===== config.mk =====
export PLATFORM = sky130hd
export DESIGN_NAME = ioapic_irq_router
export DESIGN_NICKNAME = d
export VERILOG_FILES = /design/src/rtl/core/ioapic_pkg.sv /design/src/rtl/core/ioapic_irq_router.sv /design/src/rtl/core/ioapic_ovr_table.sv /design/src/rtl/core/ioapic_ctl_scan.sv
export VERILOG_INCLUDE_DIRS = /design/src /design/src/rtl/core
export SDC_FILE = /design/constraint.sdc
export NUM_CORES = 1
export LEC_CHECK = 0
export ABC_AREA = 1
export ABC_CLOCK_PERIOD_IN_PS = 15700
export BUFFER_PORTS_ARGS = -buffer_cell sky130_fd_sc_hd__buf_2
export CAP_MARGIN = 20
export CELL_PAD_IN_SITES_DETAIL_PLACEMENT = 0
export CELL_PAD_IN_SITES_GLOBAL_PLACEMENT = 2
export CORE_AREA = 3 3 378 380
export DETAILED_ROUTE_END_ITERATION = 10
export DIE_AREA = 0 0 381 383
export GPL_TIMING_DRIVEN = 0
export HOLD_SLACK_MARGIN = 0.05
export PLACE_DENSITY = 0.64
export SYNTH_ARGS = -nofsm -noshare
export SYNTH_HDL_FRONTEND = slang
export SYNTH_SLANG_ARGS = --single-unit

===== constraint.sdc =====
create_clock -name clk_i -period 15.7 [get_ports clk_i]
set_clock_uncertainty 0.2 [all_clocks]
set_input_delay 3.14 -clock clk_i [delete_from_list [all_inputs] [get_ports clk_i]]
set_output_delay 3.14 -clock clk_i [all_outputs]
set_load 0.1 [all_outputs]

===== src/rtl/core/ioapic_irq_router_defines.svh =====
// Assertion macros used by the interrupt router top level.
`ifndef IOAPIC_IRQ_ROUTER_DEFINES_SVH
`define IOAPIC_IRQ_ROUTER_DEFINES_SVH
`ifndef ASSERT_OFF
// Clocked check, disabled while reset is asserted (active-low reset).
`define IOAPIC_ASSERT(lbl, clk, rstn, prop, msg) \
  lbl: assert property (@(posedge clk) disable iff (!(rstn)) prop) else $error(msg);
// Clocked check that also holds during reset.
`define IOAPIC_ASSERT_ALWAYS(lbl, clk, prop, msg) \
  lbl: assert property (@(posedge clk) prop) else $error(msg);
`else
`define IOAPIC_ASSERT(lbl, clk, rstn, prop, msg)
`define IOAPIC_ASSERT_ALWAYS(lbl, clk, prop, msg)
`endif
`endif


===== src/rtl/core/ioapic_pkg.sv =====
// Shared types and constants of the I/O APIC interrupt router.
package ioapic_pkg;

  localparam int OVERRIDE_ENTRIES = 16;
  localparam int CONTROLLERS      = 8;

  localparam int OVR_IDX_W = (OVERRIDE_ENTRIES > 1) ? $clog2(OVERRIDE_ENTRIES) : 1;
  localparam int CTL_IDX_W = (CONTROLLERS > 1) ? $clog2(CONTROLLERS) : 1;

  localparam logic [7:0] REDIR_BASE     = 8'h10;
  localparam logic [1:0] FLAG_FIELD_ALL = 2'b11;
  localparam int         POL_LOW_BIT    = 13;
  localparam int         TRIG_LEVEL_BIT = 15;
  localparam int         MASK_BIT       = 16;

  typedef enum logic [1:0] {
    FUNC_LOAD_OVR  = 2'd0,
    FUNC_LOAD_CTL  = 2'd1,
    FUNC_ROUTE_IRQ = 2'd2,
    FUNC_MASK_IRQ  = 2'd3
  } func_e;

  // Registered override table read.
  typedef struct packed {
    logic        hit;
    logic [31:0] gsi;
    logic [3:0]  flags;
  } ovr_rd_t;

  // Result of one controller range compare.
  typedef struct packed {
    logic       hit;
    logic [7:0] pin;
  } ctl_hit_t;

endpackage


===== src/rtl/core/ioapic_irq_router.sv =====
// I/O APIC interrupt router top level: sequencer, item registers and result port.
//
// Load override and load controller transactions update the tables without
// leaving the idle state. A route or mask transaction first reads the
// override table, then scans the controller table one slot per cycle through a
// single subtract/compare unit until the first covering controller or the last
// slot, then presents its results: two for a routed hit, one otherwise.
// A route or mask transaction therefore occupies the block until its last result
// is taken; in_stall_o is high for that whole time. The valid bits of both tables
// are cleared by reset.
module ioapic_irq_router (
  input  logic        clk_i,
  input  logic        rst_ni,
  input  logic        in_valid_i,
  output logic        in_stall_o,
  input  logic [1:0]  func_i,
  input  logic [2:0]  slot_i,
  input  logic [7:0]  irq_i,
  input  logic [7:0]  bus_i,
  input  logic [31:0] gsi_i,
  input  logic [15:0] flags_i,
  input  logic [31:0] base_gsi_i,
  input  logic [7:0]  max_redir_i,
  input  logic [7:0]  vector_i,
  input  logic [7:0]  dest_id_i,
  input  logic        masked_i,
  input  logic        valid_req_i,
  output logic        out_valid_o,
  input  logic        out_stall_i,
  output logic        found_o,
  output logic [2:0]  controller_o,
  output logic [7:0]  reg_select_o,
  output logic [31:0] data_o,
  output logic        mask_only_o,
  output logic        last_o
);
  import ioapic_pkg::*;
  `include "ioapic_irq_router_defines.svh"

  typedef enum logic [4:0] {
    ST_IDLE   = 5'b00001,
    ST_LOOKUP = 5'b00010,
    ST_SCAN   = 5'b00100,
    ST_RES_HI = 5'b01000,
    ST_RES_LO = 5'b10000
  } state_e;

  state_e               state_q, state_d;
  logic [CTL_IDX_W-1:0] idx_q, idx_d;

  func_e                func_q;
  logic [7:0]           irq_q;
  logic [7:0]           vector_q;
  logic [7:0]           dest_q;
  logic                 masked_q;
  logic [31:0]          g_q;
  logic [3:0]           flg_q;
  logic                 found_q;
  logic [CTL_IDX_W-1:0] slot_q;
  logic [7:0]           pin_q;

  func_e                in_func;
  logic                 in_accept;
  logic                 out_accept;
  ovr_rd_t              ovr_rd;
  ctl_hit_t             scan;
  logic                 scan_last;
  logic [7:0]           reg_lo;
  logic [31:0]          low_word;

  assign in_func    = func_e'(func_i);
  assign in_stall_o = (state_q != ST_IDLE);
  assign in_accept  = in_valid_i && !in_stall_o;
  assign out_valid_o = (state_q == ST_RES_HI) || (state_q == ST_RES_LO);
  assign out_accept = out_valid_o && !out_stall_i;
  assign scan_last  = (idx_q == CTL_IDX_W'(CONTROLLERS - 1));

  ioapic_ovr_table u_ovr (
    .clk_i      (clk_i),
    .rst_ni     (rst_ni),
    .wr_en_i    (in_accept && (in_func == FUNC_LOAD_OVR) && (bus_i == 8'd0)),
    .wr_irq_i   (irq_i),
    .wr_gsi_i   (gsi_i),
    .wr_flags_i (flags_i[3:0]),
    .rd_en_i    (in_accept),
    .rd_irq_i   (irq_i),
    .rd_o       (ovr_rd)
  );

  ioapic_ctl_scan u_scan (
    .clk_i          (clk_i),
    .rst_ni         (rst_ni),
    .wr_en_i        (in_accept && (in_func == FUNC_LOAD_CTL)),
    .wr_slot_i      (slot_i),
    .wr_valid_i     (valid_req_i),
    .wr_base_i      (base_gsi_i),
    .wr_max_redir_i (max_redir_i),
    .scan_idx_i     (idx_q),
    .scan_gsi_i     (g_q),
    .scan_o         (scan)
  );

  always_comb begin
    state_d = state_q;
    idx_d   = idx_q;
    unique case (state_q)
      ST_IDLE: begin
        if (in_accept && ((in_func == FUNC_ROUTE_IRQ) || (in_func == FUNC_MASK_IRQ))) begin
          state_d = ST_LOOKUP;
        end
      end
      ST_LOOKUP: begin
        idx_d   = '0;
        state_d = ST_SCAN;
      end
      ST_SCAN: begin
        if (scan.hit) begin
          state_d = (func_q == FUNC_ROUTE_IRQ) ? ST_RES_HI : ST_RES_LO;
        end else if (scan_last) begin
          state_d = ST_RES_LO;
        end else begin
          idx_d = idx_q + 1'b1;
        end
      end
      ST_RES_HI: begin
        if (out_accept) begin
          state_d = ST_RES_LO;
        end
      end
      ST_RES_LO: begin
        if (out_accept) begin
          state_d = ST_IDLE;
        end
      end
      default: state_d = ST_IDLE;
    endcase
  end

  always_ff @(posedge clk_i or negedge rst_ni) begin
    if (!rst_ni) begin
      state_q <= ST_IDLE;
      idx_q   <= '0;
      found_q <= 1'b0;
    end else begin
      state_q <= state_d;
      idx_q   <= idx_d;
      if (state_q == ST_LOOKUP) begin
        found_q <= 1'b0;
      end else if ((state_q == ST_SCAN) && scan.hit) begin
        found_q <= 1'b1;
      end
    end
  end

  always_ff @(posedge clk_i) begin
    if (in_accept) begin
      func_q   <= in_func;
      irq_q    <= irq_i;
      vector_q <= vector_i;
      dest_q   <= dest_id_i;
      masked_q <= masked_i;
    end
    if (state_q == ST_LOOKUP) begin
      g_q   <= ovr_rd.hit ? ovr_rd.gsi : {24'd0, irq_q};
      flg_q <= ovr_rd.hit ? ovr_rd.flags : 4'd0;
    end
    if ((state_q == ST_SCAN) && scan.hit) begin
      slot_q <= idx_q;
      pin_q  <= scan.pin;
    end
  end

  assign reg_lo = REDIR_BASE + {pin_q[6:0], 1'b0};

  always_comb begin
    low_word                 = {24'd0, vector_q};
    low_word[POL_LOW_BIT]    = (flg_q[1:0] == FLAG_FIELD_ALL);
    low_word[TRIG_LEVEL_BIT] = (flg_q[3:2] == FLAG_FIELD_ALL);
  end

  always_comb begin
    found_o      = found_q;
    controller_o = 3'd0;
    reg_select_o = 8'd0;
    data_o       = 32'd0;
    mask_only_o  = 1'b0;
    last_o       = (state_q == ST_RES_LO);
    if (found_q) begin
      controller_o = 3'(slot_q);
      if (state_q == ST_RES_HI) begin
        reg_select_o = reg_lo + 8'd1;
        data_o       = {dest_q, 24'd0};
      end else if (func_q == FUNC_MASK_IRQ) begin
        reg_select_o      = reg_lo;
        data_o[MASK_BIT]  = masked_q;
        mask_only_o       = 1'b1;
      end else begin
        reg_select_o = reg_lo;
        data_o       = low_word;
      end
    end
  end

  `IOAPIC_ASSERT(a_busy_while_output, clk_i, rst_ni, out_valid_o |-> in_stall_o, "input taken while a result is pending")
  `IOAPIC_ASSERT(a_hi_then_lo, clk_i, rst_ni, (state_q == ST_RES_HI) && !out_stall_i |=> (state_q == ST_RES_LO) && last_o, "high word not followed by low word")
  `IOAPIC_ASSERT(a_first_is_hit, clk_i, rst_ni, out_valid_o && !last_o |-> found_o && !mask_only_o, "non-final result without a routed hit")
  `IOAPIC_ASSERT(a_miss_zero, clk_i, rst_ni, out_valid_o && !found_o |-> (data_o == 32'd0) && (reg_select_o == 8'd0) && last_o, "miss result carries payload")
  `IOAPIC_ASSERT_ALWAYS(a_scan_bounded, clk_i, (state_q == ST_SCAN) |-> (int'(idx_q) < CONTROLLERS), "scan index past controller table")

endmodule


===== src/rtl/core/ioapic_ovr_table.sv =====
// ISA source override table with valid bits and a registered read port.
module ioapic_ovr_table (
  input  logic                 clk_i,
  input  logic                 rst_ni,
  input  logic                 wr_en_i,
  input  logic [7:0]           wr_irq_i,
  input  logic [31:0]          wr_gsi_i,
  input  logic [3:0]           wr_flags_i,
  input  logic                 rd_en_i,
  input  logic [7:0]           rd_irq_i,
  output ioapic_pkg::ovr_rd_t  rd_o
);
  import ioapic_pkg::*;

  logic [OVERRIDE_ENTRIES-1:0] valid_q;
  logic [31:0]                 gsi_q   [OVERRIDE_ENTRIES];
  logic [3:0]                  flags_q [OVERRIDE_ENTRIES];
  ovr_rd_t                     rd_q;
  logic                        wr_in_range;
  logic                        rd_in_range;
  logic [OVR_IDX_W-1:0]        wr_idx;
  logic [OVR_IDX_W-1:0]        rd_idx;

  assign wr_in_range = {1'b0, wr_irq_i} < 9'(OVERRIDE_ENTRIES);
  assign rd_in_range = {1'b0, rd_irq_i} < 9'(OVERRIDE_ENTRIES);
  assign wr_idx      = OVR_IDX_W'(wr_irq_i);
  assign rd_idx      = OVR_IDX_W'(rd_irq_i);

  always_ff @(posedge clk_i or negedge rst_ni) begin
    if (!rst_ni) begin
      valid_q <= '0;
    end else if (wr_en_i && wr_in_range) begin
      valid_q[wr_idx] <= 1'b1;
    end
  end

  always_ff @(posedge clk_i) begin
    if (wr_en_i && wr_in_range) begin
      gsi_q[wr_idx]   <= wr_gsi_i;
      flags_q[wr_idx] <= wr_flags_i;
    end
    if (rd_en_i) begin
      rd_q.hit   <= rd_in_range && valid_q[rd_idx];
      rd_q.gsi   <= gsi_q[rd_idx];
      rd_q.flags <= flags_q[rd_idx];
    end
  end

  assign rd_o = rd_q;

endmodule


===== src/rtl/core/ioapic_ctl_scan.sv =====
// Controller range table and the shared subtract/compare unit used by the scan.
module ioapic_ctl_scan (
  input  logic                               clk_i,
  input  logic                               rst_ni,
  input  logic                               wr_en_i,
  input  logic [2:0]                         wr_slot_i,
  input  logic                               wr_valid_i,
  input  logic [31:0]                        wr_base_i,
  input  logic [7:0]                         wr_max_redir_i,
  input  logic [ioapic_pkg::CTL_IDX_W-1:0]   scan_idx_i,
  input  logic [31:0]                        scan_gsi_i,
  output ioapic_pkg::ctl_hit_t               scan_o
);
  import ioapic_pkg::*;

  logic [CONTROLLERS-1:0] valid_q;
  logic [31:0]            base_q [CONTROLLERS];
  logic [8:0]             pins_q [CONTROLLERS];
  logic                   wr_in_range;
  logic [CTL_IDX_W-1:0]   wr_idx;
  logic [32:0]            diff;
  logic                   in_range;

  assign wr_in_range = int'(wr_slot_i) < CONTROLLERS;
  assign wr_idx      = CTL_IDX_W'(wr_slot_i);

  always_ff @(posedge clk_i or negedge rst_ni) begin
    if (!rst_ni) begin
      valid_q <= '0;
    end else if (wr_en_i && wr_in_range) begin
      valid_q[wr_idx] <= wr_valid_i;
    end
  end

  always_ff @(posedge clk_i) begin
    if (wr_en_i && wr_in_range) begin
      base_q[wr_idx] <= wr_base_i;
      pins_q[wr_idx] <= {1'b0, wr_max_redir_i} + 9'd1;
    end
  end

  // borrow out means gsi below base
  assign diff     = {1'b0, scan_gsi_i} - {1'b0, base_q[scan_idx_i]};
  assign in_range = !diff[32] && (diff[31:9] == '0) && (diff[8:0] < pins_q[scan_idx_i]);

  assign scan_o.hit = valid_q[scan_idx_i] && in_range;
  assign scan_o.pin = diff[7:0];

endmodule


# ---- Word-level counts from Yosys, hierarchy flattened
# Memory sizes are Yosys's and may differ from the RTL's. A register that Yosys moved wholly into a read port is not among the register bits.
# Cells that the tools add are included.
dict set report classes {
  add_sub_neg 5
  multipliers 0
  n_div 0
  n_lt_le_gt_ge 7
  n_eq_ne 20
  n_shift 0
  muxes 36
  bitwise_logic 1
  reduce_logical 26
}
# operator count
set ops {}
lappend ops {{$mux W32} 2}
lappend ops {{$sub A32 B32 Y33} 1}
lappend ops {{$mux W5} 6}
lappend ops {{$pmux W5 S5} 1}
lappend ops {{$mux W8} 3}
lappend ops {{$logic_not A23 Y1} 1}
lappend ops {{$mux W16} 1}
lappend ops {{$or A16 B16 Y16} 1}
lappend ops {{$logic_and A1 B1 Y1} 14}
lappend ops {{$mux W1} 14}
lappend ops {{$eq A2 B2 Y1 const B} 6}
lappend ops {{$add A8 B1 Y9 const B} 1}
lappend ops {{$lt A9 B9 Y1} 1}
lappend ops {{$mux W3} 3}
lappend ops {{$add A5 B8 Y8 const A} 1}
lappend ops {{$add A8 B1 Y8 const B} 1}
lappend ops {{$bwmux W8} 1}
lappend ops {{$logic_not A8 Y1} 1}
lappend ops {{$lt A3 B4 Y1 const B} 2}
lappend ops {{$lt A8 B5 Y1 const B} 1}
lappend ops {{$ne A2 B2 Y1 const B} 4}
lappend ops {{$pmux W3 S2} 1}
lappend ops {{$eq A5 B1 Y1 const B} 1}
lappend ops {{$eq A5 B2 Y1 const B} 1}
lappend ops {{other kinds (22)} 26}
dict set report word_totals {
  register_bits 107
  latchBits 0
  ram_bits 904
  romBits 0
  in_bits 131
  out_inout_bits 48
  wordCells 115
  n_memories 4
}
# name words width read_ports rd_clocked_by_memory_dff write_ports line_no
set memory_table {}
lappend memory_table {u_ovr.gsi_q 16 32 1 1 1 ioapic_ovr_table.sv:16} ;# logic [31:0] gsi_q [OVERRIDE_ENTRIES];
lappend memory_table {u_scan.base_q 8 32 1 0 1 ioapic_ctl_scan.sv:17} ;# logic [31:0] base_q [CONTROLLERS];
lappend memory_table {u_scan.pins_q 8 9 1 0 1 ioapic_ctl_scan.sv:18} ;# logic [8:0] pins_q [CONTROLLERS];
lappend memory_table {u_ovr.flags_q 16 4 1 1 1 ioapic_ovr_table.sv:17} ;# logic [3:0] flags_q [OVERRIDE_ENTRIES];

# ---- Depth between registers and ports, before layout
# An unclocked memory read counts as a cell.
dict set report logic_depth {
  word_depth 9
  mapped_depth 34
  mapped_depth_nobuf 31
}

# ---- Hierarchy
# Synthesis repeated with hierarchy kept, for this count alone.
dict set report hier_totals {
  cells_unflattened 3625
  hier_area_um2 43813.3
}
# module instances cells_each area_per_inst_um2 seq_area_each_um2
set by_module_without_submodules {}
lappend by_module_without_submodules {ioapic_ovr_table 1 1822 24573.6 18808.0}
lappend by_module_without_submodules {ioapic_ctl_scan 1 1500 15732.6 10049.6}
lappend by_module_without_submodules {ioapic_irq_router 1 303 3507.1 2418.6}

# ---- Worst setup path after synthesis
# OpenSTA, ideal clock, no wires.
dict set report synth_path {
  kind {input -> register}
  startpoint {input port in_valid_i}
  endpoint {register u_scan.valid_q[1]}
  setup_time_ns 0.126
  t_arrival_ns 8.841
  required_ns 15.374
  setup_slack_ns 6.533
  path_stages 7
  n_path_buf 0
  path_cell_list {inv_1 > nor2_1 > inv_1 > nor2_1 > nand3_1 > nor2_1 > mux2_2}
}
dict set report synth_between {
  elab_chain_len 2
}
# element line_no
set synth_rtl {}
lappend synth_rtl {{from (decl)} ioapic_irq_router.sv:14} ;# input logic in_valid_i,
lappend synth_rtl {{$logic_and A1 B1 Y1} ioapic_irq_router.sv:73} ;# assign in_accept = in_valid_i && !in_stall_o;
lappend synth_rtl {{net in_accept} ioapic_irq_router.sv:63} ;# logic in_accept;
lappend synth_rtl {{$logic_and A1 B1 Y1} ioapic_irq_router.sv:93} ;# .wr_en_i (in_accept && (in_func == FUNC_LOAD_CTL)),
lappend synth_rtl {{to (signal, indexed assignment)} ioapic_ctl_scan.sv:31} ;# valid_q[wr_idx] <= wr_valid_i;
lappend synth_rtl {{to (decl)} ioapic_ctl_scan.sv:16} ;# logic [CONTROLLERS-1:0] valid_q;
# The timed path passes the listed nets, and every way through them passes these cells.
# A chain may end at the register's enable or synchronous reset.

==> metrics <==
Post-Route WL 129 mm; Layout area overhead 18.4%; IO Pins 179; Final Hold Vio Count 0; Initial Util 30.0%; Worst path max stage delay 680 ps; Core ar. 0.140 mm2; die height 383 um; Tcrit/Tclk final 44.6%; Top delay family on crit path simple AND/OR/NAND/NOR gates; slew margin rel. 27.2%; Reg2Reg Launch Point idx_q[0]; Yosys warnings 0; Cell Pwr Density 155 mW/mm2; placed cells 5130; Sw Share 32.3%; CTS H-tree depth 3; routed via count 25800; CTS max path bufs 3; hold path startpoint u_ovr.valid_q[7]; Vias per Instance 4.82; vias in the first global route 25400; hold buffers post-CTS 0; Post CTS Setup Buffer Count 0; setup repair after global routing missed its margin false; Worst R2R Setup Slack 8700 ps; Worst Hold Depth 2; synth top area cells edfxtp_1 (73%), a22oi_1 (5.2%), nand2_1 (3.1%); DR WL/cell 24.1 um; EDFF count, synth 1014; HPWL Detailed 88.1 mm; Tot GR Track Use 17.3%; fin nets 3545; Yosys reg bits 1047; Num CTS Buffers 113; die width 381 um; Worst-Margin Slew 1090 ps; Int Power 5.19 mW; Setup violations, final 0; Mapped Cells 3052; RR Endpoint pin_q[3]; ys async rst share 3.15%; slowest stage cell, crit path clkbuf_1; critical path class flop to flop; Worst EP arrival 7160 ps; clock root cell clkbuf_16; Max VDD drop 0.0963 mV; Logic pwr share 24.0%; Starting DRT DRC Count 2089; first-pass GRT wire length 183 mm; largest fanout on the critical path 11; IO buf count 153; Rows 137; status finished clean; share of the synthesized area in the top cell type 72.8%; drt drc 0; Clk pin slew, worst setup/hold paths 60 ps; full die area 0.146 mm2; initial antenna violation count 27; Seq/Total Area, Yosys 74.8%; crit end category flop; setup TNS 0 ps; Reg2Reg Depth 26; CP Buf/Inv Count 6; switching power 2.47 mW; Reg power frac 41.9%; synthesized area 0.0418 mm2; min cycle time layout 7000 ps; CP most frequent cell nand2_1; TritonRoute pass-1 iters 5; layout cells sized above 1 12.8%; clk_lat worst skew 740 ps; maxcap violations 0; Final ANT Viol Nets 0; Synth Area per Inst 13.7 um2; Final Instance Count excl. Fillers 5354; hold worst-path end u_ovr.valid_q[7]; global placer's final weighted congestion 0.766; startpoint types flop; CTS tree built; CTS Sinks 1047; Hold WC Path Type flop to flop; largest net degree at the start of global routing 36; Overflow after GRT 0; Gates resized, CTS repair 0; Yosys cell types 52; max frequency 143 MHz; P_leak 17.1 nW; final core occ 35.5%; Slew Limit Fails 0; Worst EP required 15860 ps; clock share of power 34.1%; commonest register cell after synthesis edfxtp_1; area leader, netlist edfxtp_1
## metrics by stage
step | worst slack [ps] | area, um2 | power, mW | hold WS [ps]
after detailed placement | 8430 | 45800 | 5.14 | 247
after global placement | 1980 | 45000 | 5.13 | 239
after CTS | 8530 | 49500 | 7.76 | 260
after floorplan | 6530 | 41900 | 4.38 | 227
final | 8700 | 49500 | 7.66 | 256
after global routing | 8170 | 49500 | 8.06 | 277
## registers in the layout, summed over array words and instances (netlist names), 8 cells and up
signal	cells
u_ovr.gsi_q	512
u_scan.base_q	256
u_scan.valid_q	8
u_scan.pins_q	72
u_ovr.valid_q	16
dest_q	8
irq_q	8
vector_q	8
g_q	32
u_ovr.flags_q	64
u_ovr.rd_o	37
## worst max path at each step
| stage | endpoint | start | depth (start not counted) |
|---|---|---|---|
| floorplan | u_scan.valid_q[1] | in_valid_i | 7 |
| global placement | u_ovr.gsi_q[12][13] | in_valid_i | 8 |
| detailed placement | u_ovr.gsi_q[12][10] | in_valid_i | 9 |
| CTS | pin_q[3] | idx_q[0] | 26 |
| global route | pin_q[3] | idx_q[0] | 26 |
| finish | pin_q[3] | idx_q[0] | 26 |
## layout by cell type (no fill, tap or decap), drive strengths merged, types with 2 or more instances in the layout
master and count:
edfxtp 1014, nand2 360, a22oi 292, clkbuf 292
nor2 287, o21ai 215, buf 215, inv 212
a21oi 168, nand3 57, clkinv 53, ha 44
o221ai 43, o22ai 40, or4 37, dfrtp 32
mux2 16, conb 13, diode 11, xor2 11
nand4 10, nand3b 9, or2 9, bufinv 8
nor3 6, nor4 4, o21bai 4, a31oi 2
xnor2 2, clkinvlp 2, and2 2
## cells by family after synthesis
group / count (synthesis) / synth area share [%]
xor gates and xnor gates: 13 / 0.272
muxes: 16 / 0.431
buffers and inverters: 379 / 3.57
other: 1 / 0.00896
AOI/OAI and AO/OA: 767 / 11.5
adders and majority gates: 45 / 1.36
and+or+nand+nor: 784 / 8.09
DFF: 1047 / 74.8
## worst reg2reg max path, cell delays in order, from the launching register on
cell and delay (ps):
dfrtp_1 460, buf_6 170, clkinv_2 110, buf_6 190, clkbuf_1 510, clkbuf_1 680
nor2_1 90, o221ai_1 240, o21ai_0 350, fa_1 570, nand2_1 100, inv_1 50
nand2_1 60, nand2_1 140, xor2_1 520, ha_1 350, nand2_1 90, nor2_1 50
a211oi_1 190, nand2_1 80, nand2_1 120, nand2_1 60, nor2_1 110, nand3_1 160
nor2_2 260, nand3_4 130, nor2_2 600
## cell type report
cell class | count | area [um2]
Clock buffer | 152 | 3080
Tap cell | 1876 | 2350
Antenna cell | 11 | 27.5
Fill cell | 13600 | 90000
Sequential cell | 1047 | 31300
Timing Repair Buffer | 190 | 1420
Buffer | 165 | 689
Inverter | 214 | 805
Clock inverter | 61 | 602
Multi-Input combinational cell | 1638 | 9300
## per-layer routing
layer | global-route usage, % | part of all wire [%] | up-vias
met5 | 0 | 0.029 | -
met4 | 5.27 | 2.5 | 6
met3 | 3.35 | 5.9 | 178
met2 | 28.8 | 48 | 705
met1 | 23.0 | 43 | 12900
li1 | - | - | 12000
## cell usage after synthesis, drive strengths merged, types with 25 or more instances
master,count
a22oi,292
buf,25
nand2,360
clkbuf,140
nor2,287
or4,37
a21oi,168
o21ai,215
o221ai,43
edfxtp,1014
nand3,57
ha,44
o22ai,40
inv,209
dfrtp,32
## power by group through the flow
stage                     clock network, mW  logic [mW]  registers [mW]
after floorplan                           0        1.12            3.25
after global placement                    0        1.86            3.27
after detailed placement                  0        1.87            3.27
after CTS                              2.67        1.88            3.21
after global routing                   2.78        2.06            3.21
final                                  2.62        1.84            3.21
(Power assumes the default switching activity.)
